## src/hw/rtl/frame_brightness_adjust_core_assert.svh

```systemverilog
// Assertion macros shared by the frame brightness RTL.
// Expects clk and rst (synchronous, active high) in the including module.
`ifndef FRAME_BRIGHTNESS_ADJUST_CORE_ASSERT_SVH
`define FRAME_BRIGHTNESS_ADJUST_CORE_ASSERT_SVH

// Overlapping implication, checked outside reset.
`define FBADJ_ASSERT_NOW(label, ante, cons) \
  label: assert property (@(posedge clk) disable iff (rst) (ante) |-> (cons)) \
    else $error("fbadj: assertion failed");

// Next-cycle implication, checked outside reset.
`define FBADJ_ASSERT_NEXT(label, ante, cons) \
  label: assert property (@(posedge clk) disable iff (rst) (ante) |=> (cons)) \
    else $error("fbadj: assertion failed");

`endif

```

## src/hw/rtl/fbadj_pkg.sv

```systemverilog
// Shared types, constants and helper functions of the frame brightness block.
// No dependencies; imported by fbadj_div and frame_brightness_adjust_core.
package fbadj_pkg;

  localparam longint unsigned MAX_SAMPLES = 1048576;
  localparam int SAMPLE_W = 8;
  localparam int MEAN_W   = 8;
  localparam int COUNT_W  = $clog2(MAX_SAMPLES + 64'd1);
  localparam int SUM_W    = $clog2(MAX_SAMPLES * 64'((2 ** SAMPLE_W) - 1) + 64'd1);
  localparam int ITER_W   = $clog2(MEAN_W);

  localparam int CFG_W     = 8;
  localparam int CFG_IDX_W = 2;
  localparam logic [CFG_IDX_W-1:0] CFG_TARGET_LEVEL = 2'd0;
  localparam logic [CFG_IDX_W-1:0] CFG_BAND_LOW     = 2'd1;
  localparam logic [CFG_IDX_W-1:0] CFG_BAND_HIGH    = 2'd2;

  localparam logic [7:0] TARGET_RESET    = 8'd128;
  localparam logic [7:0] BAND_LOW_RESET  = 8'd126;
  localparam logic [7:0] BAND_HIGH_RESET = 8'd130;

  // floor(x / 3) == (x * 171) >> 9 for 0 <= x <= 255
  localparam logic [15:0] RECIP3       = 16'd171;
  localparam int          RECIP3_SHIFT = 9;

  typedef struct packed {
    logic [SAMPLE_W-1:0] sample;
    logic                last_sample;
  } in_item_t;

  typedef struct packed {
    logic [MEAN_W-1:0] mean_level;
    logic signed [7:0] brightness_step;
    logic              needs_adjust;
  } out_item_t;

  typedef enum logic [1:0] {
    DIV_IDLE,
    DIV_RUN,
    DIV_HOLD
  } div_state_t;

  typedef struct packed {
    logic start;
    logic take;
  } div_ctrl_t;

  typedef struct packed {
    logic busy;
    logic done;
  } div_stat_t;

  // (diff / 3) truncated toward zero, diff in -255..255
  function automatic logic signed [7:0] fbadj_step(input logic signed [8:0] diff);
    logic [7:0]  mag;
    logic [15:0] prod;
    logic [7:0]  q;
    mag  = diff[8] ? 8'(-diff) : diff[7:0];
    prod = {8'd0, mag} * RECIP3;
    q    = {1'b0, prod[15:RECIP3_SHIFT]};
    return diff[8] ? 8'(-q) : q;
  endfunction

endpackage

```

## src/hw/rtl/fbadj_div.sv

```systemverilog
// Bit-serial restoring divider: frame sum over sample count, one quotient bit a cycle.
// Depends on fbadj_pkg and frame_brightness_adjust_core_assert.svh.
`include "frame_brightness_adjust_core_assert.svh"

module fbadj_div
  import fbadj_pkg::*;
(
  input  logic               clk,
  input  logic               rst,
  input  div_ctrl_t          ctrl,
  output div_stat_t          stat,
  input  logic [SUM_W-1:0]   num,
  input  logic [COUNT_W-1:0] den,
  output logic [MEAN_W-1:0]  quo
);

  localparam int DEN_W = COUNT_W + MEAN_W - 1;
  localparam int CMP_W = (SUM_W > DEN_W) ? SUM_W : DEN_W;

  div_state_t        state, state_next;
  logic [SUM_W-1:0]  rem;
  logic [DEN_W-1:0]  den_sh;
  logic [ITER_W-1:0] iter;
  logic [CMP_W-1:0]  rem_ext, den_ext, diff;
  logic              fits;

  assign rem_ext = CMP_W'(rem);
  assign den_ext = CMP_W'(den_sh);
  assign fits    = rem_ext >= den_ext;
  assign diff    = rem_ext - den_ext;

  always_ff @(posedge clk) begin
    if (rst) begin
      state <= DIV_IDLE;
    end else begin
      state <= state_next;
    end
  end

  always_comb begin
    state_next = state;
    stat.busy  = 1'b1;
    stat.done  = 1'b0;
    unique case (state)
      DIV_IDLE: begin
        stat.busy = 1'b0;
        if (ctrl.start) begin
          state_next = DIV_RUN;
        end
      end
      DIV_RUN: begin
        if (iter == '0) begin
          state_next = DIV_HOLD;
        end
      end
      DIV_HOLD: begin
        stat.done = 1'b1;
        if (ctrl.take) begin
          state_next = DIV_IDLE;
        end
      end
      default: begin
        state_next = DIV_IDLE;
      end
    endcase
  end

  always_ff @(posedge clk) begin
    if (state == DIV_IDLE && ctrl.start) begin
      rem    <= num;
      den_sh <= {den, {(MEAN_W - 1){1'b0}}};
      iter   <= ITER_W'(MEAN_W - 1);
      quo    <= '0;
    end else if (state == DIV_RUN) begin
      if (fits) begin
        rem <= SUM_W'(diff);
      end
      quo    <= {quo[MEAN_W-2:0], fits};
      den_sh <= den_sh >> 1;
      iter   <= iter - ITER_W'(1);
    end
  end

  `FBADJ_ASSERT_NOW(a_start_idle, ctrl.start, state == DIV_IDLE)
  `FBADJ_ASSERT_NEXT(a_run_ends, state == DIV_RUN && iter == '0, state == DIV_HOLD)
  `FBADJ_ASSERT_NEXT(a_hold_stable, state == DIV_HOLD && !ctrl.take, $stable(quo) && stat.done)

endmodule

```

## src/hw/rtl/frame_brightness_adjust_core.sv

```systemverilog
// Frame brightness adjust: the per-frame mean level, a brightness step toward a target
// and an out-of-band flag, from a stream of 8-bit samples. Takes one sample a cycle while
// a frame streams in. After the transfer of a last sample, in_stall is held through eight
// iterations of the shared compare/subtract unit in fbadj_div, one bit of the mean each,
// and through the move of the result into the output register, held off longer while
// that register is still waiting on out_stall. Samples past MAX_SAMPLES in a frame are
// dropped from the sum and count; the result still follows the last sample.
// Depends on fbadj_pkg, fbadj_div and frame_brightness_adjust_core_assert.svh.
`include "frame_brightness_adjust_core_assert.svh"

module frame_brightness_adjust_core
  import fbadj_pkg::*;
(
  input  logic                 clk,
  input  logic                 rst,
  input  logic                 cfg_we,
  input  logic [CFG_IDX_W-1:0] cfg_index,
  input  logic [CFG_W-1:0]     cfg_data,
  input  logic                 in_valid,
  output logic                 in_stall,
  input  in_item_t             in_data,
  output logic                 out_valid,
  input  logic                 out_stall,
  output out_item_t            out_data
);

  logic [7:0]         target_level, band_low, band_high;
  logic [SUM_W-1:0]   byte_sum, sum_add;
  logic [COUNT_W-1:0] byte_count, count_add;
  logic               room, in_xfer;
  div_ctrl_t          div_ctrl;
  div_stat_t          div_stat;
  logic [MEAN_W-1:0]  mean;
  logic signed [8:0]  level_diff;

  always_ff @(posedge clk) begin
    if (rst) begin
      target_level <= TARGET_RESET;
      band_low     <= BAND_LOW_RESET;
      band_high    <= BAND_HIGH_RESET;
    end else if (cfg_we) begin
      unique case (cfg_index)
        CFG_TARGET_LEVEL: target_level <= cfg_data;
        CFG_BAND_LOW:     band_low     <= cfg_data;
        CFG_BAND_HIGH:    band_high    <= cfg_data;
        default: ;
      endcase
    end
  end

  assign in_stall  = div_stat.busy;
  assign in_xfer   = in_valid && !in_stall;
  assign room      = byte_count < COUNT_W'(MAX_SAMPLES);
  assign sum_add   = room ? byte_sum + SUM_W'(in_data.sample) : byte_sum;
  assign count_add = room ? byte_count + COUNT_W'(1) : byte_count;

  always_ff @(posedge clk) begin
    if (rst) begin
      byte_sum   <= '0;
      byte_count <= '0;
    end else if (in_xfer) begin
      if (in_data.last_sample) begin
        byte_sum   <= '0;
        byte_count <= '0;
      end else begin
        byte_sum   <= sum_add;
        byte_count <= count_add;
      end
    end
  end

  assign div_ctrl.start = in_xfer && in_data.last_sample;
  assign div_ctrl.take  = div_stat.done && (!out_valid || !out_stall);

  fbadj_div u_div (
    .clk  (clk),
    .rst  (rst),
    .ctrl (div_ctrl),
    .stat (div_stat),
    .num  (sum_add),
    .den  (count_add),
    .quo  (mean)
  );

  assign level_diff = $signed({1'b0, target_level}) - $signed({1'b0, mean});

  always_ff @(posedge clk) begin
    if (rst) begin
      out_valid <= 1'b0;
    end else if (div_ctrl.take) begin
      out_valid <= 1'b1;
    end else if (!out_stall) begin
      out_valid <= 1'b0;
    end
  end

  always_ff @(posedge clk) begin
    if (div_ctrl.take) begin
      out_data.mean_level      <= mean;
      out_data.brightness_step <= fbadj_step(level_diff);
      out_data.needs_adjust    <= (mean < band_low) || (mean > band_high);
    end
  end

  `FBADJ_ASSERT_NOW(a_count_bound, 1'b1, byte_count <= COUNT_W'(MAX_SAMPLES))
  `FBADJ_ASSERT_NEXT(a_take_loads, div_ctrl.take, out_valid && !div_stat.busy)
  `FBADJ_ASSERT_NEXT(a_last_clears, div_ctrl.start, byte_count == '0 && in_stall)

endmodule

```

## config.mk

```make
export PLATFORM = sky130hd
export DESIGN_NAME = frame_brightness_adjust_core
export DESIGN_NICKNAME = d
export VERILOG_FILES = /design/src/hw/rtl/fbadj_pkg.sv /design/src/hw/rtl/fbadj_div.sv /design/src/hw/rtl/frame_brightness_adjust_core.sv
export VERILOG_INCLUDE_DIRS = /design/src /design/src/hw/rtl
export SDC_FILE = /design/constraint.sdc
export NUM_CORES = 1
export LEC_CHECK = 0
export ABC_AREA = 1
export BUFFER_PORTS_ARGS = -buffer_cell sky130_fd_sc_hd__buf_2
export CAP_MARGIN = 25
export CORE_MARGIN = 2
export CORE_UTILIZATION = 32
export DETAILED_ROUTE_END_ITERATION = 8
export GPL_ROUTABILITY_DRIVEN = 0
export REMOVE_ABC_BUFFERS = 1
export SYNTH_ARGS = -nofsm -noshare
export SYNTH_HDL_FRONTEND = slang
export SYNTH_SLANG_ARGS = --single-unit
```

## constraint.sdc

```tcl
create_clock -name clk -period 11.8 [get_ports clk]
set_input_delay 1.18 -clock clk [delete_from_list [all_inputs] [get_ports clk]]
set_output_delay 1.18 -clock clk [all_outputs]
set_load 0.01 [all_outputs]
```

==> impl.org <==
** Run status
- Run status :: finished, final reports clean

** Floorplan
- For this configuration, the core starts out at a cell density of 0.3225.
- Horizontal die dimension :: 189.9 um
- Die height :: 189.9 um
- Core Box Area :: 34290 um^2
- The die covers 36060 um^2.
- Number of rows created at floorplan :: 68
- I/O pin total :: 43

** STA
- Setup repair after global routing left no endpoint under its margin.
- Top achievable clock speed :: 0.1717 GHz
- Hold_ws :: 465.4 ps
- For the finished layout, the period the worst path requires is 5824 ps.
- Final setup violation count :: 0
- Relative slew slack :: 0.4058
- The final number of hold-violating endpoints came to 0.
- For the final routed database, the setup TNS stands at 0 ps.
- Final period utilization :: 0.4935
- Final setup skew :: 11.33 ps
- Worst-Margin Slew :: 884.5 ps
- Final max-slew violation count :: 0

** Clock tree
- Total clock buffers created by CTS :: 17
- The root buffer cell chosen for the clock tree is sky130_fd_sc_hd__clkbuf_16.
- For this design, the CTS-stage hold fixing added 0 buffers.
- Clock-pin transition on the worst setup and hold timing paths :: 60 ps
- # H-tree levels :: 4
- Gates resized during post-CTS repair numbered 0.
- CTS tree :: built
- For this design, the sink count on the clock tree is 160.
- Longest Clk Path Bufs :: 2
- The later pin in the worst-skew pair is clocked with a latency of 440 ps.
- In this run the post-CTS setup repair buffer count came out at 0.

** Detailed routing
- Via count normalized by instance count :: 4.755
- Number of optimization iterations in the first detailed-route pass :: 5
- Post-DR wirelength/cell :: 13.56 um
- Post-route ant nets :: 0
- Vias :: 9419
- Violation count after the first detailed-route iteration :: 595
- Detailed-route DRC error count :: 0
- Total Wirelength :: 26870 um

** Layout
- Summing all multi-input logic gate instances after layout gives 6171 um^2.
- In the final layout, flip-flops and latches occupy 3864 um^2.
- Final antenna diode count :: 0
- Fraction of final layout cells sized beyond drive strength 1 :: 0.07864
- For this run, the share of the core covered by cells in the final layout is 0.3606.
- Nets@finish :: 1655
- Filler instances :: 3580
- Final cell count without fillers :: 1981
- From synthesis to final layout, the design area changed by 11.81%.

** Power and ir drop
- Overall Power :: 3.129 mW
- IR analysis of the VDD net gives a maximum drop of 0.2789 mV.
- For this design the static power due to leakage is 5.582 nW.
- For this design the ratio of total power to cell area is 253.1 nW/um^2.

** Global route
- Number of antenna violations at the first check in global routing :: 0
- Number of global-route vias before repair :: 9222
- Wire length of the first global-routing pass :: 44800 um
- Global router's overall resource usage :: 0.1542
- Entering global routing, the biggest net connects 57 pins.
- GR Overflow Total :: 0

** Synthesis
- Mean Syn Cell Area :: 7.476 um^2
- Number of synthesized flops with an enable pin :: 66
- Fraction of synthesized cell area in xor and xnor cells :: 0.05296
- Synthesis instantiated 50 different standard cells from the library.
- The portion of synthesized area spent on multiplexers is 0.
- Yosys printed 0 warnings.
- The share of the Yosys chip area taken by registers is 0.3494.
- Synth async-reset ratio :: 0
- Commonest register cell after synthesis :: sky130_fd_sc_hd__dfxtp_1
- Of the total synthesized cell area, the portion taken by full adders, half adders and majority gates is 0.1437.
- Number of flip-flops and latches in the synthesized netlist :: 160
- After synthesis the cells add up to 11060 um^2.
- After technology mapping, the gate count stands at 1479.
- Area fraction in compound gates after synthesis :: 0.1310
- Dominant combinational cell family by area after synthesis :: simple AND/OR/NAND/NOR gates
- Synthesized-area fraction occupied by and/or/nand/nor cells :: 0.2290

** Min path
- Hold EP :: target_level[0]
- Worst hold stages :: 2
- The startpoint identified for the worst hold timing path is target_level[0].
- Class of the most critical hold timing path :: flop to flop

** Worst setup path
- CP peak stage delay :: 540 ps
- Maximum fanout along the worst path :: 4
- Endpoint arrival time on the critical path :: 6020 ps
- Setup slack on the worst reg-to-reg path comes out at 5980 ps.
- By startpoint and endpoint, the worst setup path is classified as flop to flop.
- In this run the critical register-to-register path is launched from u_div.quo[0].
- Required time of the critical path :: 12000 ps
- Standard cell with the maximum stage delay on the critical path :: sky130_fd_sc_hd__fa_1
- Cells on worst reg2reg path :: 30
- Nature of the critical path endpoint :: flop
- Crit path launch type :: flop
- In this run the critical register-to-register path is captured at out_data[7].
- The cell that appears most often on the critical path is sky130_fd_sc_hd__inv_1.

** Place
- In this run, placement finished with an instance count of 1948.
- Buffers placed on the I/O ports in this run total 42.
- HPWL after detailed placement :: 20240 um

** Run
- Number of violations of the max-capacitance limit :: 0
[final cells by class]
| cell class | instances | area share |
|---|---|---|
| flip-flops and latches | 160 | 0.3125 |
| clock buffers | 23 | 0.03876 |
| repair buffers | 54 | 0.02692 |
| inverters | 237 | 0.07196 |
| well taps | 455 | 0.04605 |
| clock inverters | 9 | 0.004655 |
| multi-input cells | 1043 | 0.4991 |
[through the flow]
stage	cell area [um^2]	setup WS, ps
3_5_place_dp	11800	5935
3_3_place_gp	11780	6114
5_1_grt	12360	5459
6_report	12360	5976
4_1_cts	12340	5931
2_1_floorplan	10910	6419
[worst max-delay path, delay by kind of cell, from the launching register on]
kind | cells | cell delay (ps)
adders and majority gates | 8 | 2960
and+or+nand+nor | 12 | 1110
xor gates and xnor gates | 2 | 530
buffers and inverters | 7 | 390
DFF | 1 | 360
AOI/OAI and AO/OA | 1 | 230
[registers in the layout, summed over array words and instances (netlist names)]
signal and cells:
u_div.den_ext 28, u_div.state 2, byte_count 21, out_data 17, out_valid 1, band_low 8, byte_sum 28, target_level 8
u_div.rem 28, u_div.iter 3, band_high 8, u_div.quo 8
[cell usage after synthesis (15+ instances only)]
cell type	instances	area share
sky130_fd_sc_hd__o21ai_0	94	0.043
sky130_fd_sc_hd__ha_1	103	0.12
sky130_fd_sc_hd__dfxtp_1	94	0.17
sky130_fd_sc_hd__a21oi_1	112	0.051
sky130_fd_sc_hd__edfxtp_1	66	0.18
sky130_fd_sc_hd__fa_1	15	0.027
sky130_fd_sc_hd__nor2_1	78	0.026
sky130_fd_sc_hd__nand2_1	387	0.13
sky130_fd_sc_hd__inv_1	234	0.079
sky130_fd_sc_hd__nand3_1	53	0.024
sky130_fd_sc_hd__xnor2_1	15	0.012
sky130_fd_sc_hd__nand4_1	16	0.0091
sky130_fd_sc_hd__xor2_1	50	0.040
sky130_fd_sc_hd__clkbuf_1	35	0.012
sky130_fd_sc_hd__nor3_1	26	0.012
[cell families after synthesis]
logic type	after synthesis
simple gates	597
buf+inv	276
compound gates	262
flops	160
fa+ha+maj	118
xor+xnor	66
[how the worst max path moves through the flow]
stage,from,end,slack (ps),depth (start not counted)
global route,u_div.quo[0],out_data[7],5460,30
floorplan,target_level[0],out_data[7],6420,29
global placement,target_level[0],out_data[7],6110,31
finish,u_div.quo[0],out_data[7],5980,30
detailed placement,target_level[0],out_data[7],5940,29
CTS,u_div.quo[0],out_data[7],5930,30
[cell usage in the layout, fill, tap and decap left out, types with 8 or more instances in the layout]
cell type	count
sky130_fd_sc_hd__a21oi_1	112
sky130_fd_sc_hd__clkbuf_16	18
sky130_fd_sc_hd__xnor2_1	15
sky130_fd_sc_hd__nand4_1	16
sky130_fd_sc_hd__fa_1	15
sky130_fd_sc_hd__o211ai_1	11
sky130_fd_sc_hd__ha_1	103
sky130_fd_sc_hd__buf_4	10
sky130_fd_sc_hd__xor2_1	50
sky130_fd_sc_hd__or2_2	8
sky130_fd_sc_hd__nand2_1	386
sky130_fd_sc_hd__nor3_1	26
sky130_fd_sc_hd__nand3_1	52
sky130_fd_sc_hd__dfxtp_1	94
sky130_fd_sc_hd__inv_1	234
sky130_fd_sc_hd__nor2_1	77
sky130_fd_sc_hd__edfxtp_1	66
sky130_fd_sc_hd__buf_2	42
sky130_fd_sc_hd__o21ai_0	94
[power breakdown]
group          total [mW]  internal (mW)  switching [mW]  leakage, nW
logic                1.92          0.697            1.23         3.92
registers           0.686          0.671          0.0152         1.39
clock network       0.521          0.287           0.234        0.267
[metal layers]
layer  wire length, um  up-vias  track usage
met1             13240     4341       0.2047
met4               417        0      0.04651
met2             12300      156       0.2587
met3               915       31      0.02324
li1                  -     4891            -
met5                 0        -            0
Power figures use the tool's default switching activity.
